<file path="config.mk">
export PLATFORM = sky130hd
export DESIGN_NAME = three_level_priority_fifo
export DESIGN_NICKNAME = d
export VERILOG_FILES = /design/src/hw/rtl/tlpf_pkg.sv /design/src/hw/rtl/three_level_priority_fifo.sv /design/src/hw/rtl/tlpf_store.sv /design/src/hw/rtl/tlpf_ctrl.sv
export SDC_FILE = /design/constraint.sdc
export NUM_CORES = 2
export LEC_CHECK = 0
export BUFFER_PORTS_ARGS = -buffer_cell sky130_fd_sc_hd__buf_2
export CORE_MARGIN = 2
export CORE_UTILIZATION = 32
export CTS_BUF_LIST = sky130_fd_sc_hd__clkbuf_8
export DETAILED_ROUTE_END_ITERATION = 10
export PLACE_DENSITY = 0.48
export SLEW_MARGIN = 15
export SYNTH_ARGS = -nofsm -noshare
export SYNTH_HDL_FRONTEND = slang
export SYNTH_SLANG_ARGS = --single-unit
</file>
<file path="constraint.sdc">
create_clock -name clk -period 4.9 [get_ports clk]
set_input_delay 1.47 -clock clk [delete_from_list [all_inputs] [get_ports clk]]
set_output_delay 1.47 -clock clk [all_outputs]
set_load 0.01 [all_outputs]
</file>
<file path="src/hw/rtl/tlpf_pkg.sv">
package tlpf_pkg;

	localparam int DEPTH_DEF = 16;
	localparam int DATA_W    = 32;
	localparam int LANES     = 3;

	localparam logic KIND_PUSH = 1'b0;
	localparam logic KIND_POP  = 1'b1;

	typedef enum logic [1:0] {
		ST_OK     = 2'd0,
		ST_FULL   = 2'd1,
		ST_EMPTY  = 2'd2,
		ST_BADPRI = 2'd3
	} status_t;

	typedef struct packed {
		status_t status;
		logic    empty;
		logic    full;
		logic    pop_ok;
	} res_t;

endpackage

</file>
<file path="src/hw/rtl/three_level_priority_fifo.sv">
// Strict-priority queue over three FIFO lanes sharing one synchronous memory.
// The result strobe (done) is registered and comes in the cycle that follows the accepting edge.
// No new item is taken while busy is high; busy holds for the cycle the result shows.
// Reset (arst_n low) empties all lanes; stored words stay undefined.
// The receiver cannot stall: each result shows for exactly one cycle.
module three_level_priority_fifo #(
	parameter int DEPTH = tlpf_pkg::DEPTH_DEF
) (
	input  logic                               clk,
	input  logic                               arst_n,
	input  logic                               start,
	output logic                               busy,
	input  logic                               kind,
	input  logic signed [tlpf_pkg::DATA_W-1:0] data_in,
	input  logic [1:0]                         priority_req,
	output logic                               done,
	output logic signed [tlpf_pkg::DATA_W-1:0] data_out,
	output logic [1:0]                         status,
	output logic                               empty_flag,
	output logic                               full_flag
);
	import tlpf_pkg::*;

	localparam int WORDS  = LANES * DEPTH;
	localparam int ADDR_W = $clog2(WORDS);

	logic                     accept;
	logic                     busy_q;
	logic                     wr_en;
	logic [ADDR_W-1:0]        wr_addr;
	logic                     rd_en;
	logic [ADDR_W-1:0]        rd_addr;
	logic signed [DATA_W-1:0] rd_data;
	res_t                     res_q;

	assign accept = start && !busy_q;

	// Hold off the next transfer while the result is on the ports.
	always_ff @(posedge clk or negedge arst_n) begin
		if (!arst_n) begin
			busy_q <= 1'b0;
		end else begin
			busy_q <= accept;
		end
	end

	tlpf_ctrl #(
		.DEPTH  (DEPTH),
		.ADDR_W (ADDR_W)
	) u_ctrl (
		.clk          (clk),
		.arst_n       (arst_n),
		.accept       (accept),
		.kind         (kind),
		.priority_req (priority_req),
		.wr_en        (wr_en),
		.wr_addr      (wr_addr),
		.rd_en        (rd_en),
		.rd_addr      (rd_addr),
		.res_q        (res_q)
	);

	tlpf_store #(
		.WORDS  (WORDS),
		.ADDR_W (ADDR_W)
	) u_store (
		.clk     (clk),
		.wr_en   (wr_en),
		.wr_addr (wr_addr),
		.wr_data (data_in),
		.rd_en   (rd_en),
		.rd_addr (rd_addr),
		.rd_data (rd_data)
	);

	assign busy       = busy_q;
	assign done       = busy_q;
	assign data_out   = res_q.pop_ok ? rd_data : '0;
	assign status     = res_q.status;
	assign empty_flag = res_q.empty;
	assign full_flag  = res_q.full;

endmodule

</file>
<file path="src/hw/rtl/tlpf_store.sv">
module tlpf_store #(
	parameter int WORDS  = tlpf_pkg::LANES * tlpf_pkg::DEPTH_DEF,
	parameter int ADDR_W = $clog2(WORDS)
) (
	input  logic                                clk,
	input  logic                                wr_en,
	input  logic [ADDR_W-1:0]                   wr_addr,
	input  logic signed [tlpf_pkg::DATA_W-1:0]  wr_data,
	input  logic                                rd_en,
	input  logic [ADDR_W-1:0]                   rd_addr,
	output logic signed [tlpf_pkg::DATA_W-1:0]  rd_data
);
	import tlpf_pkg::*;

	logic signed [DATA_W-1:0] mem [WORDS];

	always_ff @(posedge clk) begin
		if (wr_en) begin
			mem[wr_addr] <= wr_data;
		end
		if (rd_en) begin
			rd_data <= mem[rd_addr];
		end
	end

endmodule

</file>
<file path="src/hw/rtl/tlpf_ctrl.sv">
module tlpf_ctrl #(
	parameter int DEPTH  = tlpf_pkg::DEPTH_DEF,
	parameter int ADDR_W = $clog2(3 * DEPTH)
) (
	input  logic                clk,
	input  logic                arst_n,
	input  logic                accept,
	input  logic                kind,
	input  logic [1:0]          priority_req,
	output logic                wr_en,
	output logic [ADDR_W-1:0]   wr_addr,
	output logic                rd_en,
	output logic [ADDR_W-1:0]   rd_addr,
	output tlpf_pkg::res_t      res_q
);
	import tlpf_pkg::*;

	localparam int PTR_W = (DEPTH > 1) ? $clog2(DEPTH) : 1;
	localparam int CNT_W = $clog2(DEPTH + 1);

	logic [PTR_W-1:0] head_q [LANES];
	logic [PTR_W-1:0] tail_q [LANES];
	logic [CNT_W-1:0] cnt_q  [LANES];
	logic [CNT_W-1:0] total_q;
	logic [CNT_W-1:0] total_nxt;

	logic [1:0]       push_lane;
	logic [1:0]       pop_lane;
	logic [PTR_W-1:0] tail_sel;
	logic [PTR_W-1:0] head_sel;
	logic             is_full;
	logic             is_empty;
	logic             push_ok;
	logic             pop_ok;
	status_t          status_d;

	function automatic logic [ADDR_W-1:0] lane_base(input logic [1:0] lane);
		logic [ADDR_W-1:0] b;
		case (lane)
			2'd1:    b = ADDR_W'(DEPTH);
			2'd2:    b = ADDR_W'(2 * DEPTH);
			default: b = '0;
		endcase
		return b;
	endfunction

	function automatic logic [PTR_W-1:0] step_ptr(input logic [PTR_W-1:0] p);
		return (p == PTR_W'(DEPTH - 1)) ? '0 : p + PTR_W'(1);
	endfunction

	assign push_lane = priority_req - 2'd1;
	assign pop_lane  = (cnt_q[2] != '0) ? 2'd2 : ((cnt_q[1] != '0) ? 2'd1 : 2'd0);
	assign is_full   = (total_q == CNT_W'(DEPTH));
	assign is_empty  = (total_q == '0);
	assign push_ok   = accept && (kind == KIND_PUSH) && !is_full && (priority_req != 2'd0);
	assign pop_ok    = accept && (kind == KIND_POP) && !is_empty;

	always_comb begin
		case (push_lane)
			2'd1:    tail_sel = tail_q[1];
			2'd2:    tail_sel = tail_q[2];
			default: tail_sel = tail_q[0];
		endcase
		case (pop_lane)
			2'd1:    head_sel = head_q[1];
			2'd2:    head_sel = head_q[2];
			default: head_sel = head_q[0];
		endcase
	end

	always_comb begin
		if (kind == KIND_PUSH) begin
			if (is_full) begin
				status_d = ST_FULL;
			end else if (priority_req == 2'd0) begin
				status_d = ST_BADPRI;
			end else begin
				status_d = ST_OK;
			end
		end else begin
			status_d = is_empty ? ST_EMPTY : ST_OK;
		end
	end

	always_comb begin
		total_nxt = total_q;
		if (push_ok) begin
			total_nxt = total_q + CNT_W'(1);
		end else if (pop_ok) begin
			total_nxt = total_q - CNT_W'(1);
		end
	end

	assign wr_en   = push_ok;
	assign wr_addr = lane_base(push_lane) + ADDR_W'(tail_sel);
	assign rd_en   = pop_ok;
	assign rd_addr = lane_base(pop_lane) + ADDR_W'(head_sel);

	for (genvar i = 0; i < LANES; i++) begin : g_lane
		logic do_push;
		logic do_pop;
		assign do_push = push_ok && (push_lane == 2'(i));
		assign do_pop  = pop_ok && (pop_lane == 2'(i));

		always_ff @(posedge clk or negedge arst_n) begin
			if (!arst_n) begin
				head_q[i] <= '0;
				tail_q[i] <= '0;
				cnt_q[i]  <= '0;
			end else begin
				if (do_push) begin
					tail_q[i] <= step_ptr(tail_q[i]);
					cnt_q[i]  <= cnt_q[i] + CNT_W'(1);
				end
				if (do_pop) begin
					head_q[i] <= step_ptr(head_q[i]);
					cnt_q[i]  <= cnt_q[i] - CNT_W'(1);
				end
			end
		end
	end

	always_ff @(posedge clk or negedge arst_n) begin
		if (!arst_n) begin
			total_q <= '0;
			res_q   <= '0;
		end else begin
			total_q <= total_nxt;
			if (accept) begin
				res_q.status <= status_d;
				res_q.empty  <= (total_nxt == '0);
				res_q.full   <= (total_nxt == CNT_W'(DEPTH));
				res_q.pop_ok <= pop_ok;
			end
		end
	end

endmodule

</file>
After elaboration in Yosys (flattened, before gate mapping). Memory sizes are Yosys's and may differ from the RTL's. A register that Yosys moved wholly into a read port is not among the register bits. Index checks and enable logic that the tools add are counted. Widths: inputs -> output; s select.

Word-level logic and storage cells: 93. Memories kept: 1. Register bits after elaboration: 45. Bits in writable memories: 1536.

Eq/ne operators: 12. Add/sub/neg operators: 15. Bitwise logic cells: 1. Mux-type cells: 25. Reductions and logical operators: 25.

Memory list: u_store.mem (words 48, bits a word 32, rd ports 1, clocked after memory_dff 1, write ports 1, RTL line tlpf_store.sv:15) `logic signed [DATA_W-1:0] mem [WORDS];`.

Operators with widths (count): $mux 32 (1); $mux 5 (6); $add 4x1->4 const B (6); $eq 4x4->1 const B (6); $mux 4 (6); $pmux 6 s2 (2); $pmux 4 s2 (2); $add 5x1->5 const B (3); $sub 5x1->5 const B (3); $add 6x4->6 (2); $logic_and 1x1->1 (12); $eq 5x5->1 const B (2); $logic_not 5->1 (2); $mux 2 (5); $reduce_bool 5->1 (2); $logic_not 2->1 (3); $reduce_bool 2->1 (3); $eq 2x1->1 const B (2); $eq 2x2->1 const B (2); $logic_not 1->1 (3); $mux 1 (3); $sub 2x1->2 const B (1); $not 1->1 (1).

Logic depth before layout (Yosys ltp).
Depth after elaboration: 8. Gate-level depth with buffers: 13. Depth with buffers taken out: 13.

By module. A second synthesis with hierarchy kept.

Cells, all modules: 3229. Area total of the unflattened synthesis: 63508.4 um^2.

Modules (own cells, without submodules): tlpf_store (sequential area each 47085.2 um^2, instances 1, cells an instance 2912, area an instance 60481.8 um^2); tlpf_ctrl (sequential area each 1101.1 um^2, instances 1, cells an instance 279, area an instance 2732.6 um^2); three_level_priority_fifo (sequential area each 25.0 um^2, instances 1, cells an instance 38, area an instance 294.0 um^2).

Least setup slack after synthesis. No wires, ideal clock.

Path type: input-to-reg. From: input port priority_req[0]. To: memory u_store.mem[28][0] (enable). Arrival: 4.358 ns. Stages: 7. Library setup time: 0.421 ns. Buffers on the path: 1. Setup slack: 0.121 ns. Required time: 4.479 ns. Cells stage by stage: clkbuf_1 > nor2_1 > nor4_2 > nand2_1 > nor2_1 > nand2_1 > nor2_1.

Cells in the longest elaborated chain, start to end: 4.

Ends and longest elaborated chain: start, declared (RTL line three_level_priority_fifo.sv:15) `input logic [1:0] priority_req,`; $sub 2x1->2 or $reduce_bool 2->1 (tied branches) (RTL line tlpf_ctrl.sv:51, tlpf_ctrl.sv:55); $eq 2x2->1, or another cell as far along (RTL line tlpf_ctrl.sv:39, tlpf_ctrl.sv:59); $pmux 4 s2, or another cell as far along (RTL line tlpf_ctrl.sv:59) `case (push_lane)`; $add 6x4->6 or $mux 1 (tied branches) (RTL line tlpf_ctrl.sv:95, tlpf_store.sv:19); end, declared (RTL line tlpf_store.sv:15).

Parallel ways exist; a longest one is shown, timed or not.

Worst setup path in the final report.
From: register u_ctrl.cnt_q[0] in the netlist's numbering. To: register u_store.rd_data[30] in the netlist's numbering (read register of u_store.mem) (data pin).

Cells in the longest elaborated chain, start to end: 5.

Ends and longest elaborated chain: start, declared (RTL line tlpf_ctrl.sv:23) `logic [CNT_W-1:0] cnt_q [LANES];`; start signal, assigned by index (RTL line tlpf_ctrl.sv:113) `cnt_q[i] <= cnt_q[i] + CNT_W'(1);`; start signal, assigned by index (RTL line tlpf_ctrl.sv:117) `cnt_q[i] <= cnt_q[i] - CNT_W'(1);`; $reduce_bool 5->1 (*) (RTL line tlpf_ctrl.sv:52) `assign pop_lane = (cnt_q[2] != '0) ? 2'd2 : ((cnt_q[1] != '0) ? 2'd1 : 2'd0);`; $mux 2 (*) (RTL line tlpf_ctrl.sv:52); $eq 2x2->1 or $eq 2x1->1 (tied branches) (RTL line tlpf_ctrl.sv:39, tlpf_ctrl.sv:64); $pmux 4 s2 or $pmux 6 s2 (tied branches) (RTL line tlpf_ctrl.sv:64, tlpf_ctrl.sv:39); $add 6x4->6 (*) (RTL line tlpf_ctrl.sv:97) `assign rd_addr = lane_base(pop_lane) + ADDR_W'(head_sel);`; end, declared (RTL line tlpf_store.sv:11) `output logic signed [tlpf_pkg::DATA_W-1:0] rd_data`.

Every way passes the cells marked *; elsewhere a longest branch is shown, timed or not. A chain may end at the register's enable or synchronous reset.

==> metrics.txt <==
# TYPE chip_impl_metric gauge
chip_impl_metric{name="number_of_antenna_violations_at_the_first_check_in_global_routing",unit=""} 14
chip_impl_metric{name="post_drt_via_cell_ratio",unit=""} 5.16
chip_impl_metric{name="gp_congestion",unit=""} 0.804
chip_impl_metric{name="grtUsageTotal",unit="%"} 19.0
chip_impl_metric{name="synth-seq-cells",unit=""} 1613
chip_impl_info{name="cts_root_buf",value="sky130_fd_sc_hd__clkbuf_8"} 1
chip_impl_metric{name="postSynthCellCount",unit=""} 4442
chip_impl_info{name="mostFrequentLayoutCell",value="sky130_fd_sc_hd__edfxtp_1"} 1
chip_impl_metric{name="synth-edff-count",unit=""} 1568
chip_impl_metric{name="layout.cell_area.non_filler",unit="um2"} 73000
chip_impl_metric{name="maximum_resistive_drop_on_vdd",unit="mV"} 0.334
chip_impl_info{name="end_kind",value="flip-flop"} 1
chip_impl_metric{name="detail-route-antenna-nets",unit=""} 0
chip_impl_metric{name="flow.area_growth_from_synthesis",unit="%"} 15.4
chip_impl_metric{name="clock_latency",unit="ns"} 1.02
chip_impl_metric{name="initialDrtViolationCount",unit=""} 3693
chip_impl_metric{name="core_area",unit="um2"} 197000
chip_impl_info{name="timing.critical_path.from_type",value="flip-flop"} 1
chip_impl_metric{name="final.min_clock_period",unit="ns"} 4.48
chip_impl_info{name="combinational_family_with_the_most_area_after_synthesis",value="simple AND/OR/NAND/NOR gates"} 1
chip_impl_metric{name="setup_total_negative_slack",unit="ns"} 0
chip_impl_metric{name="postSynth.asyncResetShare",unit="%"} 2.79
chip_impl_metric{name="drive_above_1_share",unit="%"} 14.7
chip_impl_metric{name="die-width",unit="um"} 449
chip_impl_metric{name="post-cts-setup-buffers",unit=""} 0
chip_impl_metric{name="largest_net_degree_at_the_start_of_global_routing",unit=""} 97
chip_impl_metric{name="post_cts_resize_count",unit=""} 0
chip_impl_metric{name="arrival_time_worst_endpoint",unit="ns"} 5.21
chip_impl_metric{name="dieHeight",unit="um"} 449
chip_impl_metric{name="synth.avg_cell_area",unit="um2"} 14.2
chip_impl_metric{name="fp.dieArea",unit="um2"} 201000
chip_impl_metric{name="worst_slew_pin_slew",unit="ns"} 1.19
chip_impl_metric{name="yosys.area_share.simple",unit="%"} 11.6
chip_impl_metric{name="rows",unit=""} 163
chip_impl_metric{name="cts.clk_slew.worst_paths",unit="ns"} 0.06
chip_impl_metric{name="port-buffer-count",unit=""} 75
chip_impl_metric{name="required_time_reported_for_the_critical_path_endpoint",unit="ns"} 5.63
chip_impl_metric{name="drc",unit=""} 0
chip_impl_metric{name="post_drt_wl_per_cell",unit="um"} 25.9
chip_impl_metric{name="max-slew-margin-rel",unit="%"} 19.5
chip_impl_metric{name="cts.hold.buffers_added",unit=""} 0
chip_impl_metric{name="final-hold-violation-count",unit=""} 0
chip_impl_metric{name="grt_pass1_wl",unit="um"} 281000
chip_impl_metric{name="grt_pass1_vias",unit=""} 38265
chip_impl_metric{name="synth-adder-area-share",unit="%"} 0.360
chip_impl_metric{name="clock_tree.htree_level_count",unit=""} 5
chip_impl_metric{name="cap_viol_max_count",unit=""} 0
chip_impl_metric{name="total_nets_after_synthesis",unit=""} 4497
chip_impl_info{name="synth_top_flop_cell",value="sky130_fd_sc_hd__edfxtp_1"} 1
chip_impl_info{name="tritoncts_clock_tree",value="built"} 1
chip_impl_metric{name="post_synth_mux_area_share",unit="%"} 2.84
chip_impl_metric{name="synth-compound-area-share",unit="%"} 6.60
chip_impl_metric{name="nNetsFinal",unit=""} 4795
chip_impl_metric{name="detailed_place_hpwl",unit="um"} 118000
chip_impl_metric{name="power.leakage",unit="nW"} 25.1
chip_impl_metric{name="critical_path_peak_fanout",unit=""} 58
chip_impl_metric{name="synth-warning-count",unit=""} 0
chip_impl_info{name="status",value="finished, final reports clean"} 1
chip_impl_metric{name="cts.path.max_buffers",unit=""} 4
chip_impl_metric{name="final_min_period_over_clock_period",unit="%"} 91.5
chip_impl_metric{name="p_per_area",unit="nW/um2"} 554
chip_impl_metric{name="drt_pass_1_iters",unit=""} 5
chip_impl_metric{name="detailroute.via_count",unit=""} 39027
chip_impl_info{name="layout_common_cells",value="sky130_fd_sc_hd__edfxtp_1 (1,568), sky130_fd_sc_hd__nand2_1 (1,121), sky130_fd_sc_hd__nand3_1 (296), sky130_fd_sc_hd__clkbuf_8 (290), sky130_fd_sc_hd__mux2i_1 (164)"} 1
chip_impl_metric{name="gr-total-overflow",unit=""} 0
chip_impl_metric{name="timing.final.max_slew_violations",unit=""} 0
chip_impl_metric{name="floorplan.io_pins",unit=""} 76
chip_impl_metric{name="yosys.area_share.xor_xnor",unit="%"} 0.249
chip_impl_metric{name="yosysSeqAreaShare",unit="%"} 76.2
chip_impl_info{name="worst_hold_path_type",value="reg2reg"} 1
chip_impl_metric{name="finClkSkew",unit="ns"} 0.0453
chip_impl_metric{name="cts_buffers",unit=""} 281
chip_impl_metric{name="dpl-instance-area",unit="um2"} 68200
chip_impl_info{name="rsz_0062_raised_after_global_routing",value="no"} 1
chip_impl_metric{name="num-fill-cells",unit=""} 18842
chip_impl_metric{name="cts.sink_count",unit=""} 1613
chip_impl_metric{name="routed_wirelength",unit="um"} 196000
chip_impl_metric{name="start_util",unit="%"} 32.1
chip_impl_metric{name="report.final.setup_viol",unit=""} 0
chip_impl_metric{name="ys_types",unit=""} 66
chip_impl_info{name="path_class",value="reg2reg"} 1
chip_impl_metric{name="achievable-frequency",unit="GHz"} 0.223
chip_impl_metric{name="synth_area",unit="um2"} 63300
[kinds of logic (layout without fill, tap and decap cells)]
| logic type | count (synthesis) | count (layout) |
|---|---|---|
| xor gates and xnor gates | 18 | 18 |
| muxes | 178 | 178 |
| buffers and inverters | 283 | 764 |
| DFF | 1613 | 1613 |
| and+or+nand+nor | 1733 | 1733 |
| adders and majority gates | 17 | 17 |
| other | 0 | 7 |
| AOI/OAI and AO/OA | 600 | 600 |
[registers in the layout (all words and copies together), names as in the netlist]
| name | cells |
|---|---|
| u_ctrl.cnt_q | 10 |
| u_ctrl.res_q | 5 |
| u_ctrl.total_q | 5 |
| u_store.mem | 1536 |
| u_ctrl.head_q | 12 |
| u_store.rd_data | 32 |
| u_ctrl.tail_q | 12 |
| busy | 1 |
[synth_stat cells, types with 14 or more instances]
library cell / instances / area (um2)
sky130_fd_sc_hd__edfxtp_1: 1568 / 47100
sky130_fd_sc_hd__nand2_1: 1122 / 4210
sky130_fd_sc_hd__nand3_1: 296 / 1480
sky130_fd_sc_hd__mux2i_1: 164 / 1640
sky130_fd_sc_hd__a31oi_1: 151 / 945
sky130_fd_sc_hd__nor2_1: 123 / 462
sky130_fd_sc_hd__a21oi_1: 113 / 566
sky130_fd_sc_hd__buf_2: 104 / 521
sky130_fd_sc_hd__clkbuf_1: 101 / 379
sky130_fd_sc_hd__nand4_1: 49 / 307
sky130_fd_sc_hd__o22ai_1: 47 / 294
sky130_fd_sc_hd__and3_1: 45 / 282
sky130_fd_sc_hd__dfrtp_1: 45 / 1130
sky130_fd_sc_hd__o2111ai_1: 44 / 385
sky130_fd_sc_hd__a32oi_1: 37 / 324
sky130_fd_sc_hd__nor3_1: 37 / 185
sky130_fd_sc_hd__a31o_2: 35 / 307
sky130_fd_sc_hd__and2_1: 34 / 213
sky130_fd_sc_hd__buf_4: 31 / 233
sky130_fd_sc_hd__o21ai_0: 31 / 155
sky130_fd_sc_hd__buf_1: 27 / 101
sky130_fd_sc_hd__o31ai_1: 24 / 180
sky130_fd_sc_hd__a22oi_1: 18 / 135
sky130_fd_sc_hd__a211o_1: 17 / 149
sky130_fd_sc_hd__ha_1: 15 / 188
sky130_fd_sc_hd__inv_1: 14 / 52.6
sky130_fd_sc_hd__mux2_2: 14 / 158
sky130_fd_sc_hd__xnor2_1: 14 / 123
[routing by layer]
metal	track usage, %	share of wire, %
met1	27.2	45
met2	30.0	47
met3	3.35	6.2
met4	4.66	1.7
met5	0	0.021
[cell type report]
cell class,instances,area (um2),share of cell area [%]
Tap cell,2640,3300,4.52
Clock inverter,176,807,1.11
Multi-Input combinational cell,2546,14200,19.4
Timing Repair Buffer,282,2480,3.40
Sequential cell,1613,48200,66.0
Inverter,16,60.1,0.0822
Antenna cell,7,17.5,0.0240
Clock buffer,290,3990,5.47
[stage by stage]
step	utilization (%)	setup WS (ns)	hold WS [ns]	std cells	power (W)
floorplan	-	0.121	0.450	4442	0.0244
global placement	34.7	0.454	0.473	7097	0.0298
detailed placement	34.7	0.410	0.478	7097	0.0298
CTS	37.1	0.369	0.491	7563	0.0409
global route	37.1	0.241	0.497	7565	0.0425
finish	37.1	0.415	0.476	7570	0.0405
[critical path: stages (launching register included)]
cell                       delay [ns]
sky130_fd_sc_hd__dfrtp_1         0.43
sky130_fd_sc_hd__or3_4           0.42
sky130_fd_sc_hd__a311oi_2        0.44
sky130_fd_sc_hd__a21o_4          0.66
sky130_fd_sc_hd__buf_12          0.37
sky130_fd_sc_hd__buf_4           0.43
sky130_fd_sc_hd__mux2i_1         0.25
sky130_fd_sc_hd__a32oi_1         0.08
sky130_fd_sc_hd__and3_1          0.23
sky130_fd_sc_hd__nor4_1          0.69
sky130_fd_sc_hd__nand4_1         0.16
[final timing paths]
kind | startpoint | to | slack, ns | depth (start not counted)
worst min-delay path | u_ctrl.res_q[2] | u_ctrl.res_q[2] | 0.48 | 2
max in group asynchronous | arst_n | u_ctrl.res_q[0] | 3.87 | 2
worst min register to register | u_ctrl.res_q[2] | u_ctrl.res_q[2] | 0.48 | 2
min in group asynchronous | arst_n | u_ctrl.cnt_q[2] | 0.58 | 2
worst max-delay path | u_ctrl.cnt_q[0] | u_store.rd_data[30] | 0.42 | 10
worst max register to register | u_ctrl.cnt_q[0] | u_store.rd_data[30] | 0.42 | 10
[power breakdown]
group          leakage (nW)  internal (W)  switching (W)  total (W)
logic                  7.62       0.00405        0.00957     0.0136
registers              14.7        0.0155       0.000316     0.0158
clock network          2.81       0.00565        0.00537     0.0110
Note: power is estimated with default switching activity, not from simulation.
